===== src/sv/afsk_hdlc_modulator_defines.svh =====
// Assertion macros used by the modulator's top-level RTL file.
`ifndef AFSK_HDLC_MODULATOR_DEFINES_SVH
`define AFSK_HDLC_MODULATOR_DEFINES_SVH

// Same-cycle implication, sampled on clk, off while arst_n is low.
`define AHM_ASSERT_IMP(lbl, ante, cons, msg) \
	lbl: assert property (@(posedge clk) disable iff (!arst_n) (ante) |-> (cons)) \
		else $error(msg);

// Next-cycle implication, sampled on clk, off while arst_n is low.
`define AHM_ASSERT_NEXT(lbl, ante, cons, msg) \
	lbl: assert property (@(posedge clk) disable iff (!arst_n) (ante) |=> (cons)) \
		else $error(msg);

`endif


===== src/sv/ahm_pkg.sv =====
// Types, constants and helper functions of the AFSK/HDLC modulator.
package ahm_pkg;

	// Command codes on the input port
	typedef enum logic [2:0] {
		CMD_TICK  = 3'd0,
		CMD_DATA  = 3'd1,
		CMD_FLAG  = 3'd2,
		CMD_END   = 3'd3,
		CMD_START = 3'd4
	} cmd_t;

	// Configuration register indexes
	typedef enum logic [1:0] {
		REG_MARK_STEP  = 2'd0,
		REG_SPACE_STEP = 2'd1,
		REG_AMPLITUDE  = 2'd2,
		REG_SPS        = 2'd3
	} reg_idx_t;

	// Frame closing sequencer
	typedef enum logic [3:0] {
		CLOSE_NONE   = 4'b0001,
		CLOSE_FCS_LO = 4'b0010,
		CLOSE_FCS_HI = 4'b0100,
		CLOSE_FLAG   = 4'b1000
	} close_t;

	// Per-sample status carried alongside each word
	typedef struct packed {
		logic active;
		logic taken;
		logic done;
	} flags_t;

	localparam int FLAGS_W = $bits(flags_t);

	localparam logic [7:0]  FLAG_BYTE = 8'h7e;
	localparam logic [3:0]  BYTE_BITS = 4'd8;
	localparam logic [2:0]  STUFF_RUN = 3'd5;
	localparam logic [15:0] CRC_POLY  = 16'h8408;
	localparam logic [15:0] CRC_INIT  = 16'hffff;

	localparam int SAMPLE_W   = 16;
	localparam int MAG_W      = 15;
	localparam int PROD_W     = 2 * MAG_W;
	localparam logic [MAG_W:0] FULL_SCALE = 16'd32767;

	localparam int SINE_ENTRIES = 64;
	localparam int SINE_BITS    = $clog2(SINE_ENTRIES);
	localparam int POS_BITS     = SINE_BITS + 2;

	// First quadrant of the sine, full scale 32767
	localparam logic [MAG_W-1:0] QUARTER_SINE [SINE_ENTRIES] = '{
		15'd0,     15'd804,   15'd1608,  15'd2410,  15'd3212,  15'd4011,  15'd4808,
		15'd5602,  15'd6393,  15'd7179,  15'd7962,  15'd8739,  15'd9512,  15'd10278,
		15'd11039, 15'd11793, 15'd12539, 15'd13279, 15'd14010, 15'd14732, 15'd15446,
		15'd16151, 15'd16846, 15'd17530, 15'd18204, 15'd18868, 15'd19519, 15'd20159,
		15'd20787, 15'd21403, 15'd22005, 15'd22594, 15'd23170, 15'd23731, 15'd24279,
		15'd24811, 15'd25329, 15'd25832, 15'd26319, 15'd26790, 15'd27245, 15'd27683,
		15'd28105, 15'd28510, 15'd28898, 15'd29268, 15'd29621, 15'd29956, 15'd30273,
		15'd30571, 15'd30852, 15'd31113, 15'd31356, 15'd31580, 15'd31785, 15'd31971,
		15'd32137, 15'd32285, 15'd32412, 15'd32521, 15'd32609, 15'd32678, 15'd32728,
		15'd32757
	};

	// CRC-16/X.25 update by one byte, reflected, LSB first
	function automatic logic [15:0] crc16_byte(input logic [15:0] crc, input logic [7:0] b);
		logic [15:0] c;
		c = crc ^ {8'h00, b};
		for (int i = 0; i < 8; i++) begin
			c = c[0] ? ((c >> 1) ^ CRC_POLY) : (c >> 1);
		end
		return c;
	endfunction

endpackage


===== src/sv/ahm_queue.sv =====
// Small FIFO queue in flip-flops, used between pipeline parts and at the output.
module ahm_queue #(
	parameter int WIDTH = 8,
	parameter int DEPTH = 2
) (
	input  logic             clk,
	input  logic             arst_n,
	input  logic             push,
	input  logic [WIDTH-1:0] din,
	output logic             full,
	input  logic             pop,
	output logic [WIDTH-1:0] dout,
	output logic             empty
);

	localparam int PTR_W = (DEPTH > 1) ? $clog2(DEPTH) : 1;
	localparam int CNT_W = $clog2(DEPTH + 1);
	localparam logic [PTR_W-1:0] LAST = PTR_W'(DEPTH - 1);

	logic [WIDTH-1:0] mem_q [DEPTH];
	logic [PTR_W-1:0] wr_ptr_q, rd_ptr_q;
	logic [CNT_W-1:0] count_q;
	logic             do_push, do_pop;

	assign full    = (count_q == CNT_W'(DEPTH));
	assign empty   = (count_q == '0);
	assign do_push = push && !full;
	assign do_pop  = pop && !empty;
	assign dout    = mem_q[rd_ptr_q];

	// pointers and fill count
	always_ff @(posedge clk or negedge arst_n) begin
		if (!arst_n) begin
			wr_ptr_q <= '0;
			rd_ptr_q <= '0;
			count_q  <= '0;
		end else begin
			if (do_push) begin
				wr_ptr_q <= (wr_ptr_q == LAST) ? '0 : wr_ptr_q + 1'b1;
			end
			if (do_pop) begin
				rd_ptr_q <= (rd_ptr_q == LAST) ? '0 : rd_ptr_q + 1'b1;
			end
			if (do_push && !do_pop) begin
				count_q <= count_q + 1'b1;
			end else if (do_pop && !do_push) begin
				count_q <= count_q - 1'b1;
			end
		end
	end

	// storage
	always_ff @(posedge clk) begin
		if (do_push) begin
			mem_q[wr_ptr_q] <= din;
		end
	end

endmodule


===== src/sv/ahm_front.sv =====
// Front part: command decode, HDLC bit framing, NRZI, symbol timing and phase.
module ahm_front #(
	parameter int PHASE_WIDTH = 32
) (
	input  logic                   clk,
	input  logic                   arst_n,
	input  logic                   push,
	input  logic [2:0]             cmd,
	input  logic [7:0]             data_byte,
	input  logic                   mid_full,
	input  logic [31:0]            mark_step,
	input  logic [31:0]            space_step,
	input  logic [7:0]             sym_len,
	output logic                   mid_push,
	output logic [PHASE_WIDTH-1:0] mid_phase,
	output ahm_pkg::flags_t        mid_flags
);

	logic [PHASE_WIDTH-1:0] phase_q, n_phase;
	logic                   nrzi_q, n_nrzi;
	logic [2:0]             ones_q, n_ones;
	logic [15:0]            crc_q, n_crc;
	logic [15:0]            fcs_q, n_fcs;
	logic [7:0]             shift_q, n_shift;
	logic [3:0]             bits_q, n_bits;
	logic                   stuff_en_q, n_stuff_en;
	logic                   pend_q, n_pend;
	logic [7:0]             count_q, n_count;
	ahm_pkg::close_t        close_q, n_close;
	logic                   idle, tx_bit;
	ahm_pkg::flags_t        flags;
	logic [PHASE_WIDTH-1:0] phase_out;

	assign mid_push  = push && !mid_full;
	assign mid_phase = phase_out;
	assign mid_flags = flags;

	// next state for one sample tick
	always_comb begin
		n_phase    = phase_q;
		n_nrzi     = nrzi_q;
		n_ones     = ones_q;
		n_crc      = crc_q;
		n_fcs      = fcs_q;
		n_shift    = shift_q;
		n_bits     = bits_q;
		n_stuff_en = stuff_en_q;
		n_pend     = pend_q;
		n_count    = count_q;
		n_close    = close_q;
		tx_bit     = 1'b1;
		flags      = '0;
		idle       = (bits_q == '0) && !pend_q && (count_q == '0) &&
			(close_q == ahm_pkg::CLOSE_NONE);

		// command intake, only with nothing pending
		if (idle) begin
			unique case (cmd)
				ahm_pkg::CMD_DATA: begin
					n_shift    = data_byte;
					n_bits     = ahm_pkg::BYTE_BITS;
					n_stuff_en = 1'b1;
					n_crc      = ahm_pkg::crc16_byte(crc_q, data_byte);
					flags.taken = 1'b1;
				end
				ahm_pkg::CMD_FLAG: begin
					n_shift    = ahm_pkg::FLAG_BYTE;
					n_bits     = ahm_pkg::BYTE_BITS;
					n_stuff_en = 1'b0;
					flags.taken = 1'b1;
				end
				ahm_pkg::CMD_END: begin
					n_fcs      = ~crc_q;
					n_crc      = ahm_pkg::CRC_INIT;
					n_shift    = ~crc_q[7:0];
					n_bits     = ahm_pkg::BYTE_BITS;
					n_stuff_en = 1'b1;
					n_close    = ahm_pkg::CLOSE_FCS_LO;
					flags.taken = 1'b1;
				end
				ahm_pkg::CMD_START: begin
					n_phase    = '0;
					n_nrzi     = 1'b1;
					n_ones     = '0;
					flags.taken = 1'b1;
				end
				default: begin
				end
			endcase
		end

		// start the next bit (stuffed zero first)
		if ((n_count == '0) && (n_pend || (n_bits != '0))) begin
			if (n_pend) begin
				tx_bit = 1'b0;
				n_pend = 1'b0;
				n_ones = '0;
			end else begin
				tx_bit  = n_shift[0];
				n_shift = n_shift >> 1;
				n_bits  = n_bits - 1'b1;
				if (n_stuff_en && tx_bit) begin
					n_ones = n_ones + 1'b1;
					if (n_ones == ahm_pkg::STUFF_RUN) begin
						n_pend = 1'b1;
						n_ones = '0;
					end
				end else begin
					n_ones = '0;
				end
			end
			if (!tx_bit) begin
				n_nrzi = ~n_nrzi;
			end
			n_count = (sym_len == '0) ? 8'd1 : sym_len;
		end

		// one tone sample, then frame close sequencing
		phase_out = n_phase;
		if (n_count != '0) begin
			flags.active = 1'b1;
			n_phase = n_phase + (n_nrzi ? mark_step[PHASE_WIDTH-1:0] :
				space_step[PHASE_WIDTH-1:0]);
			n_count = n_count - 1'b1;
			if ((n_count == '0) && (n_bits == '0) && !n_pend) begin
				unique case (n_close)
					ahm_pkg::CLOSE_FCS_LO: begin
						n_shift    = n_fcs[15:8];
						n_bits     = ahm_pkg::BYTE_BITS;
						n_stuff_en = 1'b1;
						n_close    = ahm_pkg::CLOSE_FCS_HI;
					end
					ahm_pkg::CLOSE_FCS_HI: begin
						n_shift    = ahm_pkg::FLAG_BYTE;
						n_bits     = ahm_pkg::BYTE_BITS;
						n_stuff_en = 1'b0;
						n_close    = ahm_pkg::CLOSE_FLAG;
					end
					ahm_pkg::CLOSE_FLAG: begin
						flags.done = 1'b1;
						n_close    = ahm_pkg::CLOSE_NONE;
						n_ones     = '0;
					end
					default: begin
					end
				endcase
			end
		end
	end

	// state advances once per accepted word
	always_ff @(posedge clk or negedge arst_n) begin
		if (!arst_n) begin
			phase_q    <= '0;
			nrzi_q     <= 1'b1;
			ones_q     <= '0;
			crc_q      <= ahm_pkg::CRC_INIT;
			fcs_q      <= '0;
			shift_q    <= '0;
			bits_q     <= '0;
			stuff_en_q <= 1'b0;
			pend_q     <= 1'b0;
			count_q    <= '0;
			close_q    <= ahm_pkg::CLOSE_NONE;
		end else if (mid_push) begin
			phase_q    <= n_phase;
			nrzi_q     <= n_nrzi;
			ones_q     <= n_ones;
			crc_q      <= n_crc;
			fcs_q      <= n_fcs;
			shift_q    <= n_shift;
			bits_q     <= n_bits;
			stuff_en_q <= n_stuff_en;
			pend_q     <= n_pend;
			count_q    <= n_count;
			close_q    <= n_close;
		end
	end

endmodule


===== src/sv/ahm_tone.sv =====
// Back part: sine lookup, amplitude scaling and divide by full scale, 3 stages.
module ahm_tone #(
	parameter int PHASE_WIDTH = 32,
	parameter int OUT_DEPTH   = 8
) (
	input  logic                          clk,
	input  logic                          arst_n,
	input  logic                          in_valid,
	input  logic [PHASE_WIDTH-1:0]        in_phase,
	input  ahm_pkg::flags_t               in_flags,
	output logic                          in_pull,
	input  logic [ahm_pkg::MAG_W-1:0]     amplitude,
	input  logic                          out_pop,
	output logic                          out_valid,
	output logic [ahm_pkg::SAMPLE_W-1:0]  out_sample,
	output ahm_pkg::flags_t               out_flags
);

	localparam int OCC_W = $clog2(OUT_DEPTH + 1);

	logic [OCC_W-1:0]                occ_q;
	logic [ahm_pkg::POS_BITS-1:0]    pos;
	logic [ahm_pkg::SINE_BITS-1:0]   idx;
	logic                            valid_s1, valid_s2, valid_s3;
	ahm_pkg::flags_t                 flags_s1, flags_s2, flags_s3;
	logic                            neg_s1, neg_s2;
	logic [ahm_pkg::MAG_W-1:0]       mag_s1;
	logic [ahm_pkg::PROD_W-1:0]      prod_s2;
	logic [ahm_pkg::MAG_W:0]         q0, rem, quot;
	logic [ahm_pkg::SAMPLE_W-1:0]    sample_s3;

	// words in flight plus words in the output queue never exceed its depth
	assign in_pull = in_valid && ((occ_q != OCC_W'(OUT_DEPTH)) || out_pop);

	always_ff @(posedge clk or negedge arst_n) begin
		if (!arst_n) begin
			occ_q <= '0;
		end else if (in_pull && !out_pop) begin
			occ_q <= occ_q + 1'b1;
		end else if (out_pop && !in_pull) begin
			occ_q <= occ_q - 1'b1;
		end
	end

	// quadrant fold of the table index
	assign pos = in_phase[PHASE_WIDTH-1 -: ahm_pkg::POS_BITS];
	assign idx = pos[ahm_pkg::POS_BITS-2] ? ~pos[ahm_pkg::SINE_BITS-1:0] :
		pos[ahm_pkg::SINE_BITS-1:0];

	// divide by 32767: x = q0*32767 + (q0 + low bits), remainder below 2*32767
	assign q0   = {1'b0, prod_s2[ahm_pkg::PROD_W-1 -: ahm_pkg::MAG_W]};
	assign rem  = {1'b0, prod_s2[ahm_pkg::MAG_W-1:0]} + q0;
	assign quot = (rem >= ahm_pkg::FULL_SCALE) ? q0 + 1'b1 : q0;

	always_ff @(posedge clk or negedge arst_n) begin
		if (!arst_n) begin
			valid_s1 <= 1'b0;
			valid_s2 <= 1'b0;
			valid_s3 <= 1'b0;
		end else begin
			valid_s1 <= in_pull;
			valid_s2 <= valid_s1;
			valid_s3 <= valid_s2;
		end
	end

	// payload stages
	always_ff @(posedge clk) begin
		flags_s1  <= in_flags;
		neg_s1    <= pos[ahm_pkg::POS_BITS-1];
		mag_s1    <= in_flags.active ? ahm_pkg::QUARTER_SINE[idx] : '0;
		flags_s2  <= flags_s1;
		neg_s2    <= neg_s1;
		prod_s2   <= ahm_pkg::PROD_W'(mag_s1) * ahm_pkg::PROD_W'(amplitude);
		flags_s3  <= flags_s2;
		sample_s3 <= neg_s2 ? -quot : quot;
	end

	assign out_valid  = valid_s3;
	assign out_sample = sample_s3;
	assign out_flags  = flags_s3;

endmodule


===== src/sv/afsk_hdlc_modulator.sv =====
// Top level of the Bell 202 AFSK modulator with HDLC framing and NRZI coding.
// One input word is one audio sample tick and yields exactly one result word.
// The front part takes a word per clock whenever its small queue has room, so
// the sustained rate is one word per cycle; a taken word passes the queue
// write, then the three tone stages (table lookup, 15x15 multiply, divide by
// full scale), and so reaches the output queue. The tone stages pull
// only while the output queue has a slot reserved, so a stalled reader backs
// up through the queues to full. Configuration takes effect at the next tick
// and should be written only while no word is in flight.
`include "afsk_hdlc_modulator_defines.svh"

module afsk_hdlc_modulator #(
	parameter int PHASE_WIDTH = 32,
	parameter int MID_DEPTH   = 2,
	parameter int OUT_DEPTH   = 8
) (
	input  logic               clk,
	input  logic               arst_n,
	input  logic               push,
	output logic               full,
	input  logic [2:0]         cmd,
	input  logic [7:0]         data_byte,
	output logic               empty,
	input  logic               pop,
	output logic signed [15:0] sample,
	output logic               sample_active,
	output logic               cmd_taken,
	output logic               frame_done,
	input  logic               cfg_write,
	input  logic [1:0]         cfg_index,
	input  logic [31:0]        cfg_data
);

	localparam int MID_W = PHASE_WIDTH + ahm_pkg::FLAGS_W;
	localparam int OUT_W = ahm_pkg::SAMPLE_W + ahm_pkg::FLAGS_W;

	logic [31:0]                   mark_step_q, space_step_q;
	logic [ahm_pkg::MAG_W-1:0]     amplitude_q;
	logic [7:0]                    sps_q;

	logic                          mid_push, mid_full, mid_empty, mid_pull;
	logic [PHASE_WIDTH-1:0]        mid_phase_in, mid_phase_out;
	ahm_pkg::flags_t               mid_flags_in, mid_flags_out;
	logic [MID_W-1:0]              mid_dout;

	logic                          out_push, out_full, out_pop;
	logic [ahm_pkg::SAMPLE_W-1:0]  tone_sample;
	ahm_pkg::flags_t               tone_flags, res_flags;
	logic [OUT_W-1:0]              out_dout;

	// configuration registers
	always_ff @(posedge clk or negedge arst_n) begin
		if (!arst_n) begin
			mark_step_q  <= 32'd107374182;
			space_step_q <= 32'd196852668;
			amplitude_q  <= 15'd16384;
			sps_q        <= 8'd40;
		end else if (cfg_write) begin
			unique case (cfg_index)
				ahm_pkg::REG_MARK_STEP:  mark_step_q  <= cfg_data;
				ahm_pkg::REG_SPACE_STEP: space_step_q <= cfg_data;
				ahm_pkg::REG_AMPLITUDE:  amplitude_q  <= cfg_data[ahm_pkg::MAG_W-1:0];
				ahm_pkg::REG_SPS:        sps_q        <= cfg_data[7:0];
				default: begin
				end
			endcase
		end
	end

	// front: framing and phase
	ahm_front #(
		.PHASE_WIDTH(PHASE_WIDTH)
	) u_front (
		.clk               (clk),
		.arst_n            (arst_n),
		.push              (push),
		.cmd               (cmd),
		.data_byte         (data_byte),
		.mid_full          (mid_full),
		.mark_step         (mark_step_q),
		.space_step        (space_step_q),
		.sym_len           (sps_q),
		.mid_push          (mid_push),
		.mid_phase         (mid_phase_in),
		.mid_flags         (mid_flags_in)
	);

	assign full = mid_full;

	// queue between front and back
	ahm_queue #(
		.WIDTH(MID_W),
		.DEPTH(MID_DEPTH)
	) u_mid_q (
		.clk   (clk),
		.arst_n(arst_n),
		.push  (mid_push),
		.din   ({mid_phase_in, mid_flags_in}),
		.full  (mid_full),
		.pop   (mid_pull),
		.dout  (mid_dout),
		.empty (mid_empty)
	);

	assign mid_phase_out = mid_dout[MID_W-1 -: PHASE_WIDTH];
	assign mid_flags_out = mid_dout[ahm_pkg::FLAGS_W-1:0];

	// back: tone synthesis
	ahm_tone #(
		.PHASE_WIDTH(PHASE_WIDTH),
		.OUT_DEPTH  (OUT_DEPTH)
	) u_tone (
		.clk       (clk),
		.arst_n    (arst_n),
		.in_valid  (!mid_empty),
		.in_phase  (mid_phase_out),
		.in_flags  (mid_flags_out),
		.in_pull   (mid_pull),
		.amplitude (amplitude_q),
		.out_pop   (out_pop),
		.out_valid (out_push),
		.out_sample(tone_sample),
		.out_flags (tone_flags)
	);

	assign out_pop = pop && !empty;

	// result queue
	ahm_queue #(
		.WIDTH(OUT_W),
		.DEPTH(OUT_DEPTH)
	) u_out_q (
		.clk   (clk),
		.arst_n(arst_n),
		.push  (out_push),
		.din   ({tone_sample, tone_flags}),
		.full  (out_full),
		.pop   (pop),
		.dout  (out_dout),
		.empty (empty)
	);

	assign res_flags     = out_dout[ahm_pkg::FLAGS_W-1:0];
	assign sample        = $signed(out_dout[OUT_W-1 -: ahm_pkg::SAMPLE_W]);
	assign sample_active = res_flags.active;
	assign cmd_taken     = res_flags.taken;
	assign frame_done    = res_flags.done;

	// checks
	`AHM_ASSERT_IMP(a_no_out_overflow, out_push, !out_full, "result queue overflow")
	`AHM_ASSERT_NEXT(a_out_holds_word, out_push, !empty, "pushed result vanished")
	`AHM_ASSERT_IMP(a_idle_silent, !empty && !sample_active, sample == 16'sd0,
		"idle tick with nonzero sample")
	`AHM_ASSERT_IMP(a_done_active, !empty && frame_done, sample_active,
		"frame end outside a symbol")

endmodule

===== config.mk =====
export PLATFORM = sky130hd
export DESIGN_NAME = afsk_hdlc_modulator
export DESIGN_NICKNAME = d
export VERILOG_FILES = /design/src/sv/ahm_pkg.sv /design/src/sv/ahm_queue.sv /design/src/sv/ahm_front.sv /design/src/sv/ahm_tone.sv /design/src/sv/afsk_hdlc_modulator.sv
export VERILOG_INCLUDE_DIRS = /design/src /design/src/sv
export SDC_FILE = /design/constraint.sdc
export NUM_CORES = 1
export LEC_CHECK = 0
export CAP_MARGIN = 10
export CORE_ASPECT_RATIO = 1.4
export CORE_MARGIN = 2
export CORE_UTILIZATION = 60
export CTS_CLUSTER_DIAMETER = 200
export DETAILED_ROUTE_END_ITERATION = 10
export DONT_BUFFER_PORTS = 1
export GPL_ROUTABILITY_DRIVEN = 0
export GPL_TIMING_DRIVEN = 0
export HOLD_SLACK_MARGIN = 0.08
export PLACE_DENSITY = 0.84
export SLEW_MARGIN = 10
export SYNTH_ARGS = -nofsm -noshare
export SYNTH_HDL_FRONTEND = slang
export SYNTH_SLANG_ARGS = --single-unit

===== constraint.sdc =====
create_clock -name clk -period 13.27 [get_ports clk]
set_clock_uncertainty 0.05 [all_clocks]
set_input_delay 0.6635 -clock clk [delete_from_list [all_inputs] [get_ports clk]]
set_output_delay 0.6635 -clock clk [all_outputs]
set_load 0.01 [all_outputs]

==> qor.csv <==
stage,metric,value,unit
min_path,hold_class,input port to asynchronous set/reset pin,
detailed_routing,initialDrtViolationCount,2490,
die,die_h,268,um
clocking,cts_sinks,440,
cells_and_area,fin_area,32200,um^2
yosys,synth.area.top_cells,"edfxtp_1 (18%), dfrtp_1 (12%), fa_1 (11%)",
critical_path,cp_data_required_time,13680,ps
timing,setup_tns,0,ps
cells_and_area,area.growth.synth_to_final,7.97,%
critical_path,ff2ff_setup_slack,4620,ps
detailed_routing,post-route-drc-count,15,
timing,hold_viol_final,0,
detailed_routing,final_antenna_net_count,0,
yosys,synth_edf_count,174,
timing,slew_viol_final,0,
run_status,status,"finished, violations left",
yosys,async_reset_ff_frac,0.441,
grt,antenna_found_initial,1,
clocking,clockRootBuffer,clkbuf_16,
yosys,netlist_area,29800,um^2
critical_path,reg2reg_depth,20,
placed_design,numPortBuffers,0,
yosys,synth_top_area_share,0.175,
yosys,synth_area_per_cell,10.5,um^2
job,cap_violations,0,
yosys,syn_inst,2829,
grt,grt_pass1_vias,23925,
placed_design,placed_cell_area,30800,um^2
detailed_routing,dr.pass1.iters,11,
critical_path,r2r-end,u_front.phase_q[28],
yosys,yosysSeqAreaShare,0.389,
critical_path,endpoint_kind,flop,
critical_path,crit_path_cell_trace,nor4_1 -> nand4_1 -> nor4_2 -> mux2i_1 -> o21ai_0 -> xor2_1 -> clkbuf_1 -> mux2_2 -> ha_1 -> fa_1 -> a21o_1 -> a21o_1 -> a2111oi_0 -> o31ai_1 -> a41oi_1 -> o21ai_0 -> a211oi_1 -> o31ai_1 -> nand4b_1 -> o211ai_1,
placed_design,hpwl,56.8,mm
detailed_routing,vias_per_cell,6.36,
grt,grt_start_max_net_pins,195,
grt,grt_pass1_wl,125,mm
critical_path,max_stage_delay,780,ps
critical_path,r2r-start,u_front.count_q[6],
die,ios,71,
clocking,clk_pin_slew_worst_paths,70,ps
critical_path,crit_path_start_kind,flop,
yosys,synth_cell_types,90,
timing,worst_pin_slew,1040,ps
critical_path,critical_path_class,flop to flop,
timing,fin_crit,8650,ps
run_status,violations,design-rule violations,
clocking,insertion_delay,600,ps
cells_and_area,final_core_util,0.657,
die,core,49000,um^2
die,initial_core_util,0.608,
yosys,synth_flop_cell,edfxtp_1,
critical_path,critPathMaxFanout,10,
die,std_cell_rows,96,
detailed_routing,routedWlPerCell,22.0,um
yosys,synth_warnings,0,
clocking,cts_tree,yes,
yosys,synth_top_area_cell,edfxtp_1,
yosys,synth_fp_nets,3222,
yosys,yosys-top-cells-count,"nand2_1 (267), inv_1 (244), edfxtp_1 (174)",
clocking,cts_inserted_buffers,42,
cells_and_area,drive_gt1_frac,0.124,
grt,grt.total_usage,0.310,
clocking,cts.path.max_buffers,3,
timing,setup-violations-final,0,
grt,overflow,0,
clocking,cts_max_level,2,
critical_path,worst_path_max_delay_cell,nor4_2,
yosys,ys_ff_latch,440,
yosys,yosysMostFrequentCell,nand2_1,
cells_and_area,antennaDiodeCount,0,
detailed_routing,vias,22623,
clocking,cts_resized,0,
die,die_w,192,um
detailed_routing,wirelength,78.3,mm
timing,finalCritPeriodShare,0.652,
timing,rsz0062_at_grt,false,
critical_path,cp.arrival,9060,ps
clocking,post_cts_buffers,0,
cells_and_area,nets,3277,
timing,clock.fmax,116,MHz
timing,maxSlewHeadroom,0.302,
die,dieArea,51500,um^2
[flip-flops by register name, summed over array words and instances, names as in the netlist, 3 cells and up]
register / flops
u_front.phase_q: 32
u_out_q.wr_ptr_q: 3
u_out_q.mem_q: 152
u_tone.out_flags: 3
u_tone.out_sample: 16
amplitude_q: 15
u_front.fcs_q: 8
u_tone.flags_s2: 3
u_front.close_q: 4
u_tone.mag_s1: 15
sps_q: 8
u_mid_q.mem_q: 22
u_out_q.rd_ptr_q: 3
u_tone.occ_q: 4
u_front.bits_q: 4
u_tone.prod_s2: 30
mark_step_q: 32
u_out_q.count_q: 4
u_front.shift_q: 8
space_step_q: 32
u_front.crc_q: 16
u_front.ones_q: 3
u_front.count_q: 8
u_tone.flags_s1: 3
[cell usage in the layout, fill, tap and decap left out, types with 16 or more instances in the layout]
| cell type | instances |
|---|---|
| inv_1 | 244 |
| xor2_1 | 54 |
| a21o_1 | 32 |
| nand3_1 | 51 |
| o211ai_1 | 17 |
| dfxtp_1 | 72 |
| nor2_1 | 166 |
| dfstp_2 | 55 |
| and2_1 | 150 |
| ha_1 | 172 |
| a211oi_1 | 27 |
| nand2b_1 | 17 |
| clkbuf_1 | 122 |
| nand2_1 | 267 |
| mux2_2 | 145 |
| and3_1 | 16 |
| clkbuf_16 | 44 |
| o21ai_0 | 114 |
| dfrtp_1 | 139 |
| o31ai_1 | 16 |
| nor2b_1 | 43 |
| edfxtp_1 | 174 |
| or3_1 | 16 |
| fa_1 | 171 |
| xnor2_1 | 79 |
| mux4_2 | 38 |
| nor3_1 | 38 |
| a21oi_1 | 126 |
[area by class of cell]
class	count	area, um^2
fillers	3484	16800
multi-input cells	2008	16800
clock buffers	54	1180
repair buffers	11	173
flip-flops and latches	440	11600
clock inverters	24	196
well taps	637	797
plain buffers	135	524
inverters	246	923
[cell families (layout without fill, tap and decap cells)]
group,count (synthesis),count (layout),synth area share
mux,199,199,0.0889
compound gates,495,495,0.110
flops,440,440,0.389
simple gates,837,837,0.138
buf+inv,381,470,0.0486
xor+xnor,133,133,0.0391
fa+ha+maj,344,344,0.187
[critical path, delay by kind of cell, from the launching register on]
kind            cells  cell delay (ps)
compound gates     10             3340
xor+xnor            1              600
fa+ha+maj           2              670
buf+inv             1              710
flops               1              460
mux                 2              710
simple gates        4             1970
[through the flow]
step	worst slack (ps)	instances	hold WS (ps)
floorplan	7120	2829	260
CTS	4920	3555	125
detailed placement	4950	3476	280
global placement	5080	3466	264
global route	4080	3555	146
finish	4620	3555	85.0
[layer usage]
metal | part of all wire | up-vias | global-route usage
met1 | 0.34 | 10953 | 0.338
met4 | 0.071 | 2 | 0.189
li1 | - | 9946 | -
met2 | 0.52 | 1292 | 0.561
met3 | 0.073 | 430 | 0.0517
met5 | 0.00017 | - | 0
[worst max path at each step]
stage                  startpoint                   to  slack (ps)  depth (start not counted)
2_1_floorplan  u_front.count_q[6]  u_front.phase_q[26]        7120                         22
3_3_place_gp   u_front.count_q[0]  u_front.phase_q[26]        5080                         20
3_5_place_dp   u_front.count_q[0]  u_front.phase_q[28]        4950                         20
4_1_cts        u_front.count_q[6]  u_front.phase_q[28]        4920                         20
5_1_grt        u_front.count_q[6]  u_front.phase_q[26]        4080                         20
6_report       u_front.count_q[6]  u_front.phase_q[28]        4620                         20
[timing repair]
| item | 4_1_cts | 5_1_grt |
|---|---|---|
| setup endpoints to repair | 0 | 0 |
| hold buffers | 1 | 0 |
| hold endpoints to repair | 194 | 0 |
Power is not shown: default switching activity piles up to over one toggle a cycle in this logic, so the estimate is an artifact.
